$ cat config.mk
export PLATFORM = sky130hd
export DESIGN_NAME = mouse_report_accelerator
export DESIGN_NICKNAME = d
export VERILOG_FILES = /design/src/design/mra_pkg.sv /design/src/design/mra_unit.sv /design/src/design/mra_cfg.sv /design/src/design/mra_ctrl.sv /design/src/design/mouse_report_accelerator.sv
export SDC_FILE = /design/constraint.sdc
export NUM_CORES = 1
export LEC_CHECK = 0
export ABC_AREA = 1
export ABC_CLOCK_PERIOD_IN_PS = 7200
export BUFFER_PORTS_ARGS = -buffer_cell sky130_fd_sc_hd__buf_2
export CORE_ASPECT_RATIO = 0.6
export CORE_MARGIN = 8
export CORE_UTILIZATION = 35
export DETAILED_ROUTE_END_ITERATION = 8
export PLACE_DENSITY = 0.6
export SLEW_MARGIN = 10
export SYNTH_ARGS = -nofsm -noshare
export SYNTH_HDL_FRONTEND = slang
export SYNTH_SLANG_ARGS = --single-unit
$ cat constraint.sdc
create_clock -name clk -period 7.2 [get_ports clk]
set_clock_uncertainty 0.2 [all_clocks]
set_input_delay 0.36 -clock clk [delete_from_list [all_inputs] [get_ports clk]]
set_output_delay 0.36 -clock clk [all_outputs]
set_load 0.01 [all_outputs]
$ cat src/design/mra_pkg.sv
package mra_pkg;

  localparam int ACCUM_WIDTH = 16;
  localparam int MAX_SCALES  = 8;
  localparam int POS_W       = 16;
  localparam int DELTA_W     = 7;
  localparam int BYTE_W      = 8;
  localparam int TBL_IDX_W   = 3;
  localparam int CNT_W       = 4;
  localparam int SUM_W       = ACCUM_WIDTH + 1;
  localparam int PROD_W      = ACCUM_WIDTH + BYTE_W + 1;
  localparam int UNIT_W      = PROD_W + 1;
  localparam int KIND_W      = 3;

  localparam int CFG_IDX_W   = 3;
  localparam int CFG_DATA_W  = 64;
  localparam int IN_DATA_W   = 24;
  localparam int OUT_DATA_W  = 32;

  // input tdata layout
  localparam int IN_LEFT_BIT  = 0;
  localparam int IN_RIGHT_BIT = 1;
  localparam int IN_DX_LSB    = 2;
  localparam int IN_DY_LSB    = IN_DX_LSB + DELTA_W;
  localparam int IN_FORCE_BIT = IN_DY_LSB + DELTA_W;
  localparam int IN_SKIP_BIT  = IN_FORCE_BIT + 1;

  localparam logic [CFG_DATA_W-1:0] RST_THRESHOLDS = 64'h0000_0006_0504_0302;
  localparam logic [CFG_DATA_W-1:0] RST_FACTORS    = 64'h0000_000A_0806_0402;
  localparam logic [CNT_W-1:0]      RST_COUNT      = 4'd5;
  localparam logic signed [POS_W-1:0] RST_CURSOR   = 16'sd100;

  typedef enum logic [KIND_W-1:0] {
    EV_LEFT_DOWN  = 3'd0,
    EV_LEFT_UP    = 3'd1,
    EV_RIGHT_DOWN = 3'd2,
    EV_RIGHT_UP   = 3'd3,
    EV_MOVE       = 3'd4
  } event_kind_t;

  typedef enum logic [CFG_IDX_W-1:0] {
    REG_BUTTONS_TIED     = 3'd0,
    REG_LEFT_HANDED      = 3'd1,
    REG_SCALE_COUNT      = 3'd2,
    REG_SCALE_THRESHOLDS = 3'd3,
    REG_SCALE_FACTORS    = 3'd4
  } cfg_reg_t;

  typedef enum logic [2:0] {
    UOP_NONE,
    UOP_ACC,
    UOP_ABS,
    UOP_MUL,
    UOP_CUR,
    UOP_CMP
  } unit_op_t;

  typedef enum logic [3:0] {
    ST_IDLE,
    ST_ACC_X,
    ST_ACC_Y,
    ST_CHECK,
    ST_ABS,
    ST_THR0,
    ST_SEARCH,
    ST_MUL_X,
    ST_MUL_Y,
    ST_CUR_X,
    ST_CUR_Y,
    ST_ISSUE,
    ST_WAIT
  } state_t;

  typedef logic signed [UNIT_W-1:0] unit_word_t;

  localparam unit_word_t ACC_MAX =
    {{(UNIT_W-ACCUM_WIDTH+1){1'b0}}, {(ACCUM_WIDTH-1){1'b1}}};
  localparam unit_word_t ACC_MIN = ~ACC_MAX;
  localparam unit_word_t POS_MAX =
    {{(UNIT_W-POS_W+1){1'b0}}, {(POS_W-1){1'b1}}};
  localparam unit_word_t POS_MIN = ~POS_MAX;

  typedef struct packed {
    logic                  buttons_tied;
    logic                  left_handed;
    logic [CNT_W-1:0]      count;
    logic [BYTE_W-1:0]     thr;
    logic [BYTE_W-1:0]     fac;
  } cfg_view_t;

  typedef struct packed {
    logic [TBL_IDX_W-1:0] thr_idx;
    logic [TBL_IDX_W-1:0] fac_idx;
  } tbl_sel_t;

  typedef struct packed {
    unit_op_t   op;
    unit_word_t a;
    unit_word_t b;
  } unit_req_t;

  typedef struct packed {
    unit_word_t y;
    logic       le;
  } unit_rsp_t;

  function automatic unit_word_t ext_acc(input logic signed [ACCUM_WIDTH-1:0] v);
    return {{(UNIT_W-ACCUM_WIDTH){v[ACCUM_WIDTH-1]}}, v};
  endfunction

  function automatic unit_word_t ext_pos(input logic signed [POS_W-1:0] v);
    return {{(UNIT_W-POS_W){v[POS_W-1]}}, v};
  endfunction

  function automatic unit_word_t ext_prod(input logic signed [PROD_W-1:0] v);
    return {{(UNIT_W-PROD_W){v[PROD_W-1]}}, v};
  endfunction

  function automatic unit_word_t ext_delta(input logic [DELTA_W-1:0] v);
    return {{(UNIT_W-DELTA_W){v[DELTA_W-1]}}, v};
  endfunction

  function automatic unit_word_t ext_byte(input logic [BYTE_W-1:0] v);
    return {{(UNIT_W-BYTE_W){1'b0}}, v};
  endfunction

  function automatic unit_word_t ext_sum(input logic [SUM_W-1:0] v);
    return {{(UNIT_W-SUM_W){1'b0}}, v};
  endfunction

endpackage

$ cat src/design/mra_unit.sv
module mra_unit (
  input  mra_pkg::unit_req_t req,
  output mra_pkg::unit_rsp_t rsp
);
  import mra_pkg::*;

  unit_word_t                diff;
  unit_word_t                total;
  unit_word_t                abs_a;
  unit_word_t                abs_b;
  logic signed [ACCUM_WIDTH-1:0] mul_a;
  logic signed [BYTE_W:0]    mul_b;
  logic signed [PROD_W-1:0]  prod;

  always_comb begin
    diff  = req.a - req.b;
    total = req.a + req.b;
    abs_a = req.a[UNIT_W-1] ? -req.a : req.a;
    abs_b = req.b[UNIT_W-1] ? -req.b : req.b;
    mul_a = req.a[ACCUM_WIDTH-1:0];
    mul_b = {1'b0, req.b[BYTE_W-1:0]};
    prod  = mul_a * mul_b;

    rsp.y  = '0;
    rsp.le = 1'b0;
    unique case (req.op)
      UOP_NONE: rsp.y = '0;
      UOP_ACC: begin
        if (diff > ACC_MAX) begin
          rsp.y = ACC_MAX;
        end else if (diff < ACC_MIN) begin
          rsp.y = ACC_MIN;
        end else begin
          rsp.y = diff;
        end
      end
      UOP_ABS: rsp.y = abs_a + abs_b;
      UOP_MUL: rsp.y = ext_prod(prod);
      UOP_CUR: begin
        if (total > POS_MAX) begin
          rsp.y = POS_MAX;
        end else if (total < POS_MIN) begin
          rsp.y = POS_MIN;
        end else begin
          rsp.y = total;
        end
      end
      UOP_CMP: rsp.le = (req.a <= req.b);
    endcase
  end

endmodule

$ cat src/design/mra_cfg.sv
module mra_cfg (
  input  logic                          clk,
  input  logic                          rst_n,
  input  logic                          cfg_valid,
  output logic                          cfg_ready,
  input  logic [mra_pkg::CFG_IDX_W-1:0]  cfg_index,
  input  logic [mra_pkg::CFG_DATA_W-1:0] cfg_data,
  input  mra_pkg::tbl_sel_t             tbl_sel,
  output mra_pkg::cfg_view_t            cfg_view
);
  import mra_pkg::*;

  logic                  buttons_tied_r;
  logic                  left_handed_r;
  logic [CNT_W-1:0]      scale_count_r;
  logic [CFG_DATA_W-1:0] thresholds_r;
  logic [CFG_DATA_W-1:0] factors_r;

  assign cfg_ready = 1'b1;

  always_ff @(posedge clk) begin
    if (!rst_n) begin
      buttons_tied_r <= 1'b1;
      left_handed_r  <= 1'b0;
      scale_count_r  <= RST_COUNT;
      thresholds_r   <= RST_THRESHOLDS;
      factors_r      <= RST_FACTORS;
    end else if (cfg_valid) begin
      unique case (cfg_index)
        REG_BUTTONS_TIED:     buttons_tied_r <= cfg_data[0];
        REG_LEFT_HANDED:      left_handed_r  <= cfg_data[0];
        REG_SCALE_COUNT:      scale_count_r  <= cfg_data[CNT_W-1:0];
        REG_SCALE_THRESHOLDS: thresholds_r   <= cfg_data;
        REG_SCALE_FACTORS:    factors_r      <= cfg_data;
        default: ;
      endcase
    end
  end

  // clamp the entry count into 1..MAX_SCALES
  always_comb begin
    cfg_view.buttons_tied = buttons_tied_r;
    cfg_view.left_handed  = left_handed_r;
    if (scale_count_r == '0) begin
      cfg_view.count = CNT_W'(1);
    end else if (scale_count_r > CNT_W'(MAX_SCALES)) begin
      cfg_view.count = CNT_W'(MAX_SCALES);
    end else begin
      cfg_view.count = scale_count_r;
    end
    cfg_view.thr = thresholds_r[tbl_sel.thr_idx*BYTE_W +: BYTE_W];
    cfg_view.fac = factors_r[tbl_sel.fac_idx*BYTE_W +: BYTE_W];
  end

endmodule

$ cat src/design/mra_ctrl.sv
module mra_ctrl (
  input  logic                          clk,
  input  logic                          rst_n,
  input  logic                          in_tvalid,
  output logic                          in_tready,
  input  logic [mra_pkg::IN_DATA_W-1:0]  in_tdata,
  input  logic                          in_tuser,
  output logic                          out_tvalid,
  input  logic                          out_tready,
  output logic [mra_pkg::OUT_DATA_W-1:0] out_tdata,
  output logic [mra_pkg::KIND_W-1:0]     out_tuser,
  output logic                          out_tlast,
  input  mra_pkg::cfg_view_t            cfg_view,
  output mra_pkg::tbl_sel_t             tbl_sel,
  output mra_pkg::unit_req_t            unit_req,
  input  mra_pkg::unit_rsp_t            unit_rsp
);
  import mra_pkg::*;

  state_t state_r, state_nxt;

  logic                          left_down_r, right_down_r;
  logic signed [ACCUM_WIDTH-1:0] accum_x_r, accum_y_r;
  logic signed [POS_W-1:0]       cursor_x_r, cursor_y_r;
  logic                          pend_l_r, pend_r_r, pend_m_r;
  logic                          out_valid_r;

  event_kind_t                   kind_l_r, kind_r_r;
  logic [DELTA_W-1:0]            delta_x_r, delta_y_r;
  logic                          force_r, skip_r;
  logic signed [PROD_W-1:0]      dx_r, dy_r;
  logic [SUM_W-1:0]              sum_r;
  logic [CNT_W-1:0]              idx_r;
  logic [BYTE_W-1:0]             fac_r;
  event_kind_t                   out_kind_r;
  logic                          out_last_r;
  logic signed [POS_W-1:0]       out_x_r, out_y_r;

  logic accept, is_tick;
  logic l_raw, r_raw, l_cond, r_cond, lp, rp;
  logic tick_moves, search_done;
  logic [CNT_W-1:0] fac_pick;

  // button conditioning, move and search decisions
  always_comb begin
    accept  = in_tvalid && in_tready;
    is_tick = in_tuser;
    l_raw   = in_tdata[IN_LEFT_BIT];
    r_raw   = in_tdata[IN_RIGHT_BIT];
    if (cfg_view.buttons_tied) begin
      l_cond = l_raw & r_raw;
      r_cond = 1'b1;
    end else if (cfg_view.left_handed) begin
      l_cond = r_raw;
      r_cond = l_raw;
    end else begin
      l_cond = l_raw;
      r_cond = r_raw;
    end
    lp = !l_cond;
    rp = !r_cond;
    tick_moves  = force_r || (accum_x_r != '0) || (accum_y_r != '0);
    search_done = (idx_r >= cfg_view.count) || unit_rsp.le;
    fac_pick    = idx_r - CNT_W'(1);
  end

  always_comb begin
    state_nxt = state_r;
    unique case (state_r)
      ST_IDLE: begin
        if (accept) begin
          state_nxt = is_tick ? ST_CHECK : ST_ACC_X;
        end
      end
      ST_ACC_X:  state_nxt = ST_ACC_Y;
      ST_ACC_Y:  state_nxt = ST_ISSUE;
      ST_CHECK: begin
        priority if (!tick_moves) begin
          state_nxt = ST_IDLE;
        end else if (skip_r) begin
          state_nxt = ST_CUR_X;
        end else begin
          state_nxt = ST_ABS;
        end
      end
      ST_ABS:    state_nxt = ST_THR0;
      ST_THR0:   state_nxt = unit_rsp.le ? ST_CUR_X : ST_SEARCH;
      ST_SEARCH: state_nxt = search_done ? ST_MUL_X : ST_SEARCH;
      ST_MUL_X:  state_nxt = ST_MUL_Y;
      ST_MUL_Y:  state_nxt = ST_CUR_X;
      ST_CUR_X:  state_nxt = ST_CUR_Y;
      ST_CUR_Y:  state_nxt = ST_ISSUE;
      ST_ISSUE: begin
        if (pend_l_r || pend_r_r || pend_m_r) begin
          state_nxt = ST_WAIT;
        end else begin
          state_nxt = ST_IDLE;
        end
      end
      ST_WAIT: begin
        if (out_tready) begin
          state_nxt = ST_ISSUE;
        end
      end
      default:   state_nxt = ST_IDLE;
    endcase
  end

  always_comb begin
    in_tready        = (state_r == ST_IDLE);
    unit_req.op      = UOP_NONE;
    unit_req.a       = '0;
    unit_req.b       = '0;
    tbl_sel.thr_idx  = idx_r[TBL_IDX_W-1:0];
    tbl_sel.fac_idx  = fac_pick[TBL_IDX_W-1:0];
    unique case (state_r)
      ST_ACC_X: begin
        unit_req.op = UOP_ACC;
        unit_req.a  = ext_acc(accum_x_r);
        unit_req.b  = ext_delta(delta_x_r);
      end
      ST_ACC_Y: begin
        unit_req.op = UOP_ACC;
        unit_req.a  = ext_acc(accum_y_r);
        unit_req.b  = ext_delta(delta_y_r);
      end
      ST_ABS: begin
        unit_req.op = UOP_ABS;
        unit_req.a  = ext_acc(accum_x_r);
        unit_req.b  = ext_acc(accum_y_r);
      end
      ST_THR0: begin
        unit_req.op     = UOP_CMP;
        unit_req.a      = ext_sum(sum_r);
        unit_req.b      = ext_byte(cfg_view.thr);
        tbl_sel.thr_idx = '0;
      end
      ST_SEARCH: begin
        unit_req.op = UOP_CMP;
        unit_req.a  = ext_sum(sum_r);
        unit_req.b  = ext_byte(cfg_view.thr);
      end
      ST_MUL_X: begin
        unit_req.op = UOP_MUL;
        unit_req.a  = ext_acc(accum_x_r);
        unit_req.b  = ext_byte(fac_r);
      end
      ST_MUL_Y: begin
        unit_req.op = UOP_MUL;
        unit_req.a  = ext_acc(accum_y_r);
        unit_req.b  = ext_byte(fac_r);
      end
      ST_CUR_X: begin
        unit_req.op = UOP_CUR;
        unit_req.a  = ext_pos(cursor_x_r);
        unit_req.b  = ext_prod(dx_r);
      end
      ST_CUR_Y: begin
        unit_req.op = UOP_CUR;
        unit_req.a  = ext_pos(cursor_y_r);
        unit_req.b  = ext_prod(dy_r);
      end
      default: ;
    endcase
  end

  always_ff @(posedge clk) begin
    if (!rst_n) begin
      state_r      <= ST_IDLE;
      left_down_r  <= 1'b0;
      right_down_r <= 1'b0;
      accum_x_r    <= '0;
      accum_y_r    <= '0;
      cursor_x_r   <= RST_CURSOR;
      cursor_y_r   <= RST_CURSOR;
      pend_l_r     <= 1'b0;
      pend_r_r     <= 1'b0;
      pend_m_r     <= 1'b0;
      out_valid_r  <= 1'b0;
    end else begin
      state_r <= state_nxt;
      unique case (state_r)
        ST_IDLE: begin
          if (accept && !is_tick) begin
            pend_l_r     <= (lp != left_down_r);
            pend_r_r     <= (rp != right_down_r);
            left_down_r  <= lp;
            right_down_r <= rp;
          end
        end
        ST_ACC_X: accum_x_r <= unit_rsp.y[ACCUM_WIDTH-1:0];
        ST_ACC_Y: accum_y_r <= unit_rsp.y[ACCUM_WIDTH-1:0];
        ST_CUR_X: cursor_x_r <= unit_rsp.y[POS_W-1:0];
        ST_CUR_Y: begin
          cursor_y_r <= unit_rsp.y[POS_W-1:0];
          accum_x_r  <= '0;
          accum_y_r  <= '0;
          pend_m_r   <= 1'b1;
        end
        ST_ISSUE: begin
          priority if (pend_l_r) begin
            pend_l_r    <= 1'b0;
            out_valid_r <= 1'b1;
          end else if (pend_r_r) begin
            pend_r_r    <= 1'b0;
            out_valid_r <= 1'b1;
          end else if (pend_m_r) begin
            pend_m_r    <= 1'b0;
            out_valid_r <= 1'b1;
          end
        end
        ST_WAIT: begin
          if (out_tready) begin
            out_valid_r <= 1'b0;
          end
        end
        default: ;
      endcase
    end
  end

  always_ff @(posedge clk) begin
    unique case (state_r)
      ST_IDLE: begin
        if (accept) begin
          delta_x_r <= in_tdata[IN_DX_LSB +: DELTA_W];
          delta_y_r <= in_tdata[IN_DY_LSB +: DELTA_W];
          force_r   <= in_tdata[IN_FORCE_BIT];
          skip_r    <= in_tdata[IN_SKIP_BIT];
          kind_l_r  <= lp ? EV_LEFT_DOWN : EV_LEFT_UP;
          kind_r_r  <= rp ? EV_RIGHT_DOWN : EV_RIGHT_UP;
        end
      end
      ST_CHECK: begin
        // unscaled motion, overwritten when a factor applies
        dx_r <= {{(PROD_W-ACCUM_WIDTH){accum_x_r[ACCUM_WIDTH-1]}}, accum_x_r};
        dy_r <= {{(PROD_W-ACCUM_WIDTH){accum_y_r[ACCUM_WIDTH-1]}}, accum_y_r};
      end
      ST_ABS:  sum_r <= unit_rsp.y[SUM_W-1:0];
      ST_THR0: idx_r <= CNT_W'(1);
      ST_SEARCH: begin
        if (search_done) begin
          fac_r <= cfg_view.fac;
        end else begin
          idx_r <= idx_r + CNT_W'(1);
        end
      end
      ST_MUL_X: dx_r <= unit_rsp.y[PROD_W-1:0];
      ST_MUL_Y: dy_r <= unit_rsp.y[PROD_W-1:0];
      ST_ISSUE: begin
        out_x_r <= cursor_x_r;
        out_y_r <= cursor_y_r;
        priority if (pend_l_r) begin
          out_kind_r <= kind_l_r;
          out_last_r <= !pend_r_r;
        end else if (pend_r_r) begin
          out_kind_r <= kind_r_r;
          out_last_r <= 1'b1;
        end else begin
          out_kind_r <= EV_MOVE;
          out_last_r <= 1'b1;
        end
      end
      default: ;
    endcase
  end

  assign out_tvalid = out_valid_r;
  assign out_tdata  = {out_y_r, out_x_r};
  assign out_tuser  = out_kind_r;
  assign out_tlast  = out_last_r;

endmodule

$ cat src/design/mouse_report_accelerator.sv
// Mouse report accelerator. The input stream carries mouse reports (tuser 0)
// and vertical retrace ticks (tuser 1). A report conditions the active-low
// buttons, emits a down or up event for each button that changed (left
// first) and adds the negated 7-bit deltas into saturating accumulators. A
// tick that is forced or finds motion emits one cursor move, scaled by the
// factor picked from the threshold table unless skip_scaling is set or the
// summed absolute motion is within the first threshold. Every result
// carries the cursor position; tlast marks the final result of an input.
// One item is handled at a time and in_tready is high only when the block
// is idle. All arithmetic goes through one shared unit under a small
// sequencer: a report updates the x then y accumulator, then issues its
// events; a moving tick without skip_scaling sums the absolute motion and
// runs the one-entry-per-cycle threshold search, multiplies x then y if a
// factor applies, then updates the cursor x then y. Configuration writes
// are always accepted and take effect at once.
module mouse_report_accelerator
  import mra_pkg::*;
(
  input  logic                   clk,
  input  logic                   rst_n,
  input  logic                   in_tvalid,
  output logic                   in_tready,
  // [0] left_raw, [1] right_raw, [8:2] delta_x, [15:9] delta_y,
  // [16] force_move, [17] skip_scaling, [23:18] zero
  input  logic [IN_DATA_W-1:0]   in_tdata,
  // [0] action
  input  logic                   in_tuser,
  output logic                   out_tvalid,
  input  logic                   out_tready,
  // [15:0] pos_x, [31:16] pos_y
  output logic [OUT_DATA_W-1:0]  out_tdata,
  // [2:0] event_kind
  output logic [KIND_W-1:0]      out_tuser,
  output logic                   out_tlast,
  input  logic                   cfg_valid,
  output logic                   cfg_ready,
  input  logic [CFG_IDX_W-1:0]   cfg_index,
  input  logic [CFG_DATA_W-1:0]  cfg_data
);

  cfg_view_t cfg_view;
  tbl_sel_t  tbl_sel;
  unit_req_t unit_req;
  unit_rsp_t unit_rsp;

  mra_cfg u_cfg (
    .clk       (clk),
    .rst_n     (rst_n),
    .cfg_valid (cfg_valid),
    .cfg_ready (cfg_ready),
    .cfg_index (cfg_index),
    .cfg_data  (cfg_data),
    .tbl_sel   (tbl_sel),
    .cfg_view  (cfg_view)
  );

  mra_unit u_unit (
    .req (unit_req),
    .rsp (unit_rsp)
  );

  mra_ctrl u_ctrl (
    .clk        (clk),
    .rst_n      (rst_n),
    .in_tvalid  (in_tvalid),
    .in_tready  (in_tready),
    .in_tdata   (in_tdata),
    .in_tuser   (in_tuser),
    .out_tvalid (out_tvalid),
    .out_tready (out_tready),
    .out_tdata  (out_tdata),
    .out_tuser  (out_tuser),
    .out_tlast  (out_tlast),
    .cfg_view   (cfg_view),
    .tbl_sel    (tbl_sel),
    .unit_req   (unit_req),
    .unit_rsp   (unit_rsp)
  );

endmodule

==> results of run 1 <==
-- power breakdown --
part | switching [uW] | total (uW) | leakage, uW | internal, uW
Combinational | 5160 | 7570 | 0.0120 | 2410
Clock | 789 | 1760 | 0.000542 | 970
Sequential | 115 | 2390 | 0.00293 | 2280
Total | 6060 | 11700 | 0.0154 | 5660
-- cell families (layout without fill, tap and decap cells) --
kind of cell,count (synthesis),count (layout),synth area share
other,2,8,0.000289
adders and majority gates,236,236,0.144
and+or+nand+nor,1627,1627,0.267
DFF,341,341,0.313
buffers and inverters,703,1147,0.107
AOI/OAI and AO/OA,678,678,0.142
xor gates and xnor gates,79,79,0.0266
-- worst max-delay path by stage --
stage	end	start	slack [ns]
detailed placement	u_ctrl.dx_r[18]	u_ctrl.state_r[2]	-0.07
global placement	u_ctrl.dy_r[18]	u_ctrl.state_r[1]	-0.08
global route	u_ctrl.dy_r[23]	u_ctrl.state_r[3]	-0.05
CTS	u_ctrl.dx_r[23]	u_ctrl.state_r[1]	0.05
floorplan	u_ctrl.dx_r[23]	u_ctrl.state_r[1]	0.62
finish	u_ctrl.cursor_y_r[9]	u_ctrl.state_r[3]	0.24
-- flip-flops by register name (all words and copies together), names as in the netlist, 7 cells and up --
name,flops
u_ctrl.sum_r,17
u_ctrl.out_y_r,16
u_ctrl.dx_r,25
u_ctrl.accum_y_r,16
u_cfg.thresholds_r,64
u_ctrl.cursor_x_r,16
u_ctrl.delta_x_r,7
u_ctrl.out_x_r,16
u_ctrl.delta_y_r,7
u_ctrl.accum_x_r,16
u_cfg.factors_r,64
u_ctrl.dy_r,25
u_ctrl.cursor_y_r,16
u_ctrl.fac_r,8
-- cells in the final DEF (no fill, tap or decap), types with 23 or more instances in the layout --
cell           count
o21ai_1           51
o21ai_0          290
inv_2             30
fa_1             104
buf_4            277
clkbuf_16         38
nand3_2           23
dfxtp_1          205
edfxtp_1         133
a21oi_1          205
dlygate4sd3_1     91
nand3_1          112
inv_1            529
nand4_1           26
nor2_1           511
xor2_1            72
nand2_1          821
ha_1             126
buf_2            128
-- cell type report --
| class | instances | area [um^2] | share of cell area |
|---|---|---|---|
| clock buffers | 46 | 1000 | 0.0312 |
| multi-input cells | 2628 | 15400 | 0.480 |
| repair buffers | 517 | 4030 | 0.126 |
| inverters | 573 | 2180 | 0.0680 |
| flip-flops and latches | 341 | 8160 | 0.255 |
| well taps | 987 | 1230 | 0.0385 |
| clock inverters | 11 | 83.8 | 0.00261 |
-- timing repair --
action / CTS / global route
endpoints found under the setup margin: 4 / 67
resized for setup: 1 / 86
setup buffers: 0 / 7
endpoints found under the hold margin: 158 / 0
cloned: 0 / 3
hold buffers: 91 / 0
pin swaps: 0 / 16
-- critical path, delay by kind of cell, from the launching register on --
family	cells	cell delay (ns)
adders and majority gates	5	2.16
buffers and inverters	14	1.74
and+or+nand+nor	11	1.19
AOI/OAI and AO/OA	6	1.00
DFF	1	0.33
xor gates and xnor gates	1	0.17
-- metal layers --
layer | vias to the layer above | routed length [um]
li1 | 12600 | -
met5 | - | 13
met1 | 12400 | 47400
met2 | 1263 | 35900
met4 | 2 | 982
met3 | 84 | 14600
-- through the flow --
stage / TNS, ns / utilization / total power (uW) / setup WS, ns / instances
CTS: 0 / 0.430 / 11300 / 0.0462 / 5093
floorplan: 0 / - / 6720 / 0.624 / 3672
global route: -0.109 / 0.436 / 12400 / -0.0489 / 5103
global placement: -0.189 / 0.403 / 9510 / -0.0828 / 4945
detailed placement: -0.141 / 0.403 / 9510 / -0.0721 / 4945
finish: 0 / 0.436 / 11700 / 0.239 / 5103
==> metrics.txt, run 1 <==
RR Endpoint u_ctrl.cursor_y_r[9]; slowest cell on the critical path fa_1; overall global routing resource usage 0.227; antenna-violating nets left 0; status complete, no violations; Hold Fails Final Rpt 0; syn avg cell area 7.10 um^2; worst setup path class flop to flop; share of the synthesized area in the top cell type 0.160; f_max 0.144 GHz; critical path arrival 7.24 ns; clock slew at reported path FFs 0.07 ns; Reg2Reg Launch Point u_ctrl.state_r[3]; ys flop type dfxtp_1; row cnt 77; Detailed Route Iter0 Violations 3471; Mapped Cells 3666; R2R depth 37; crit path time final 6.96 ns; WP data required 7.48 ns; #FFs+latches synth approximately 340; Cell variety after synth 70; post-route cell area 32100 um^2; Clock Sinks 341; Crit Path Max Fanout 12; hold path depth 4; Hold Crit Start in_tuser; Setup Viol. Count Final 0; number of global-route vias before repair 24200; # diodes 0; number of remaining DRC errors 0; Min Hold Slack 0.0311 ns; GR peak layer met1; max incr delay on CP 0.53 ns; CORE AREA 73600 um^2; initial antenna violation count 2; post-DR wirelength/cell 19.4 um; Worst Hold End u_ctrl.state_r[1]; Synth area leader dfxtp_1; R2R Setup Slk between 0.2 and 0.25 ns; largest net degree at the start of global routing 98; IO buf count 128; dominant cells by area after synthesis dfxtp_1 (16%), edfxtp_1 (15%), nand2_1 (12%); final wirelength 98800 um; overall die width 368 um; Peak VDD IR 0.189 mV; Initial Util 0.354; Critical Path End Type flop; worst-skew pair later-pin latency 0.62 ns; Post-synth EDFFs between 100 and 150; share of synthesized registers carrying an async set or reset 0; clk buf depth 3; grt met3 use 0.0782; via count 26300; met2 Resource Use GR 0.295; P_leak 0.0154 uW; Area growth syn-to-layout 23.2%; most common cell in the netlist nand2_1; Pre-antenna DRT Iters 6; hpwl dp 78800 um; NumNets Final 4425; fin. max-slew vios 0; met1 global-route usage 0.361; H-tree levels 1; Root Driver clkbuf_16; first-pass GRT wire length 148000 um; gpl congestion between 0.9 and 1; area of the die 83600 um^2; Placement Cell Area 29700 um^2; Worst setup SP type flop; sequential share of the synthesized area 0.313; Slew @ Worst Pin 1.20 ns; Post-Syn Area 26000 um^2; max_slew headroom 0.199; fill count 7588; total grt overflow 0; period utilisation layout 0.967; cts bufs inserted 31; Synth top cells by count nand2_1 (824), inv_1 (531), nor2_1 (526); max_cap viols 0; CTS tree done; most used cell, CP buf_4; share of layout cells above drive strength 1 0.161; vias per cell 5.16; io pins 136; Pwr Density 366 nW/um^2; Chip Height between 200 and 250 um; Ys Warns 0; worst min path class input pin to flop
Power figures use the tool's default switching activity.
==> inputs of run 2 (changes only) <==
RECOVER_POWER = 100   (was unset)
==> run 2 against run 1 <==
The run now ends with capacitance limit, slew limit left. Non-clock buffer count is the same. Wire length is essentially flat. Global-route usage is the same. Die area is the same. First-iteration DRC count is the same. Register-to-register slack gained 0.02 ns. Sequential share of layout area grew 0.13 points. Clock power is essentially flat. Highest routed layer unchanged.
==> metrics.txt, run 2 (synthesis results as in run 1) <==
CORE AREA roughly 74000 um^2; crit path time final about 7 ns; largest net degree at the start of global routing 98; share of layout cells above drive strength 1 0.142; Clock Sinks 341; # diodes 0; overall die width 368 um; Detailed Route Iter0 Violations 3471; Area growth syn-to-layout 22.6%; via count between 20000 and 30000; commonest cells after routing, fill and taps aside nand2_1 (821), inv_1 (531), nor2_1 (513); max_cap viols 10; Hold Crit Start in_tuser; Slew @ Worst Pin 3.73 ns; Worst setup SP type flop; final wirelength slightly below 100000 um; Setup Viol. Count Final 0; cts bufs inserted 31; P_leak 0.0152 uW; vias per cell 5.17; number of remaining DRC errors 0; antenna-violating nets left 0; f_max 0.144 GHz; worst min path class input pin to flop; H-tree levels 1; Root Driver clkbuf_16; Critical Path Start u_ctrl.state_r[0]; dpl ws -0.0721 ns; WP data required 7.34 ns; biggest regs u_cfg.factors_r (64), u_cfg.thresholds_r (64); gpl congestion between 0.9 and 1; dpl cells 4945; Crit Path Max Fanout 9; Critical path buffers and inverters 10; area of the die 83600 um^2; post-DR wirelength/cell 19.3 um; Final Worst Setup Slack 0.261 ns; setup TNS 0 ns; Peak VDD IR 0.189 mV; NumNets Final 4425; Chip Height 227 um; row cnt 77; CP top delay family adder cells; Initial Util 0.354; Pre-antenna DRT Iters 5; Seq pwr share 0.205; hpwl dp 78800 um; worst-skew pair later-pin latency around 0.62 ns; IO buf count 128; total grt overflow 0; Logic pwr share 0.645; overall global routing resource usage 0.227; Reg2Reg Launch Point u_ctrl.state_r[0]; worst setup path class flop to flop; period utilisation layout 0.964; Min Hold Slack 0.0444 ns; initial antenna violation count 2; io pins 136; max_slew headroom -1.49; max incr delay on CP between 0.5 and 0.6 ns; Pwr Density 367 nW/um^2; fin. max-slew vios 483; Sw Share 0.518; critical path arrival 7.08 ns; Post-Layout Cell Count 5103; commonest non-fill, non-tap cell in the layout nand2_1; failing checks capacitance limit, slew limit; Clk pwr share 0.150; clock slew at reported path FFs 0.07 ns; Critical Path End Type flop; clk buf depth 3; Psw 6050 uW; slowest cell on the critical path fa_1; most used cell, CP nand2_1; number of global-route vias before repair 24200; first-pass GRT wire length around 150000 um; Internal Power approximately 5600 uW; Hold Fails Final Rpt 0; status finished with violations; CTS tree done
[run 2: worst reg2reg max path: cells and delay by family (launching register included)]
family                   cells  cell delay (ns)
flip-flops                   1             0.38
AO/OA/AOI/OAI                4             0.39
buffers and inverters       10             1.22
adder cells (fa/ha/maj)      5             2.42
AND/OR/NAND/NOR             15             2.03
[run 2: cell type report]
class	count	area, um^2
inverter	573	2180
clock inverter	11	83.8
tap	987	1230
multi-input combinational	2628	15400
sequential	341	8160
clock buffer	46	1000
timing repair buffer	517	3890
fill	7633	41700
[run 2: repair_timing]
action,CTS,global route
pin swaps,0,16
gates resized for setup,1,86
hold buffers,91,0
endpoints found under the hold margin,158,0
gates cloned,0,3
buffers inserted,0,7
setup endpoints to repair,4,67
[run 2: worst paths after layout]
path,end,slack [ns],cells after the start
min reg2reg,u_ctrl.out_x_r[0],0.23,0
max,u_ctrl.dy_r[23],0.26,34
max reg2reg,u_ctrl.dy_r[23],0.26,34
min,u_ctrl.state_r[1],0.04,4
[run 2: power groups by stage]
stage               Clock, uW  Combinational [uW]  Sequential [uW]
finish                   1760                7540             2400
global route             1860                8150             2410
floorplan                   0                4330             2390
detailed placement          0                7090             2430
global placement            0                7090             2420
CTS                      1780                7170             2390
[run 2: metrics by stage]
stage	total power (uW)	utilization	cell area, um^2
after floorplan	6720	-	26000
after global placement	9510	0.403	29700
after detailed placement	9510	0.403	29700
after CTS	11300	0.430	31700
after global routing	12400	0.433	31900
final	11700	0.433	31900
[run 2: per-layer routing]
layer	routed length [um]	share of wire	global-route usage	up-vias
li1	-	-	-	12500
met1	47100	0.48	0.361	12300
met2	35700	0.36	0.295	1400
met3	15000	0.15	0.0782	89
met4	951	0.0096	0.0244	2
met5	13	0.00013	0	-
==> inputs of run 3 (changes only) <==
CORE_UTILIZATION = 55   (was 35)
PLACE_DENSITY = 0.82   (was 0.6)
==> run 3 against run 2 <==
The flow still finishes with violations (capacitance limit, slew limit). Sequential share of layout area increased by 1.7 points. Power fell by 5.1%. First-iteration DRC count is 33% higher. Worst setup slack lost 0.21 ns. Critical path depth is the same. Clock power decreased by 11%. Critical endpoint is now u_ctrl.cursor_y_r[13]. Largest power group unchanged.
==> metrics.txt, run 3 (synthesis results as in run 1) <==
status finished with violations; failing checks capacitance limit, slew limit; clk buf depth 3; H-tree levels 1; dpl cells 4439; overall global routing resource usage 0.326; IO buf count 128; fin. max-slew vios roughly 350; Hold Fails Final Rpt 0; CTS tree done; max_slew headroom -1.68; NumNets Final roughly 4300; P_leak ~0.014 uW; most used cell, CP nand2_1; final wirelength about 95000 um; Crit Path Max Fanout 27; number of global-route vias before repair 24500; Root Driver clkbuf_16; Critical Path End Type flop; Initial Util 0.560; CORE AREA 46500 um^2; Slew @ Worst Pin 4.02 ns; share of layout cells above drive strength 1 0.103; worst min path class input pin to flop; Peak VDD IR roughly 0.21 mV; CP top delay family adder cells; Clock Sinks 341; crit path time final around 7.1 ns; post-route cell area 29900 um^2; Pwr Density 371 nW/um^2; worst-skew pair later-pin latency 0.60 ns; clock slew at reported path FFs 0.07 ns; first-pass GRT wire length about 140000 um; via count 27400; Placement Cell Area 28000 um^2; Pre-antenna DRT Iters 9; slowest cell on the critical path fa_1; period utilisation layout 0.992; Post-Layout Cell Count 4593; Critical path buffers and inverters 8; largest net degree at the start of global routing 103; hpwl dp 71400 um; Area growth syn-to-layout 15.0%; Chip Height 185 um; commonest non-fill, non-tap cell in the layout nand2_1; Detailed Route Iter0 Violations 4607; total grt overflow 0; Worst setup SP type flop; post-DR wirelength/cell 20.6 um; WP data required between 7 and 8 ns; initial antenna violation count 0; vias per cell 5.96; max incr delay on CP 0.55 ns; antenna-violating nets left 0; Setup Viol. Count Final 0; f_max between 0.1 and 0.15 GHz; area of the die 54800 um^2; RSZ-0062 raised after global routing yes; number of remaining DRC errors 0; worst setup path class flop to flop; io pins about 140; overall die width roughly 300 um; gpl congestion ~1.1; max_cap viols 8; row cnt 61; commonest cells after routing, fill and taps aside nand2_1 (824), inv_1 (534), nor2_1 (522); biggest regs u_cfg.factors_r (64), u_cfg.thresholds_r (64); cts bufs inserted 28; critical path arrival ~7.4 ns
==> run 3: cell types whose count changed in the layout (fill, tap and decap cells not counted), moves of 4 or more <==
cell | before | now
buf_12 | 15 | 7
clkbuf_16 | 38 | 29
nor2_2 | 21 | 11
nor2_1 | 513 | 522
a21oi_2 | 8 | 1
a21oi_1 | 205 | 214
clkbuf_1 | 75 | 66
o21ai_2 | 7 | 3
buf_2 | 72 | 77
buf_4 | 257 | 133
==> run 3: what timing repair did <==
action                                  CTS  global route
hold endpoints to repair                153             0
hold buffers                             88             0
buffers inserted                          0            12
resized for setup                         0            47
endpoints found under the setup margin    0            75
==> run 3: tightest hold or removal path: cells and delay by family <==
kind	cells	cell delay [ns]
AOI/OAI and AO/OA	1	0.12
buffers and inverters	1	0.11
and+or+nand+nor	2	0.19
==> run 3: per-stage QoR <==
| step | worst slack (ns) | total power, uW | hold WS [ns] | util | setup TNS, ns |
|---|---|---|---|---|---|
| final | 0.0548 | 11100 | 0.0184 | 0.644 | 0 |
| after global routing | -0.0530 | 11600 | 0.0250 | 0.644 | -0.403 |
| after CTS | 0.163 | 10500 | 0.000359 | 0.640 | 0 |
| after detailed placement | 0.210 | 8950 | 0.215 | 0.602 | 0 |
| after global placement | 0.254 | 8830 | 0.212 | 0.602 | 0 |
| after floorplan | 0.624 | 6720 | 0.208 | - | 0 |
==> run 3: worst paths after layout <==
| path | from | endpoint | slack, ns | cells past startpoint |
|---|---|---|---|---|
| worst max-delay path | u_ctrl.state_r[1] | u_ctrl.cursor_y_r[13] | 0.05 | 34 |
| worst max register to register | u_ctrl.state_r[1] | u_ctrl.cursor_y_r[13] | 0.05 | 34 |
| worst min register to register | u_ctrl.cursor_y_r[3] | u_ctrl.out_y_r[3] | 0.23 | 0 |
| worst min-delay path | in_tdata[1] | u_ctrl.left_down_r | 0.02 | 4 |
==> run 3: final cells by class <==
type                    instances  area [um^2]
fillers                      3937        16500
repair buffers                367         2660
clock buffers                  43          842
clock inverters                 9         72.6
inverters                     573         2170
diodes                          1         2.50
multi-input cells            2629        15200
well taps                     630          788
flip-flops and latches        341         8160
==> run 3: power breakdown <==
group	switching (uW)	total (uW)	internal, uW
logic	5040	7130	2090
clock network	744	1560	813
registers	124	2410	2280
total	5900	11100	5190
==> run 3: metal layers <==
| layer | routed length [um] | track usage | vias up |
|---|---|---|---|
| met5 | 0 | 0 | - |
| met4 | 3050 | 0.0684 | 0 |
| met3 | 19200 | 0.158 | 313 |
| met2 | 35000 | 0.433 | 2320 |
| met1 | 37500 | 0.469 | 12500 |
| li1 | - | - | 12200 |
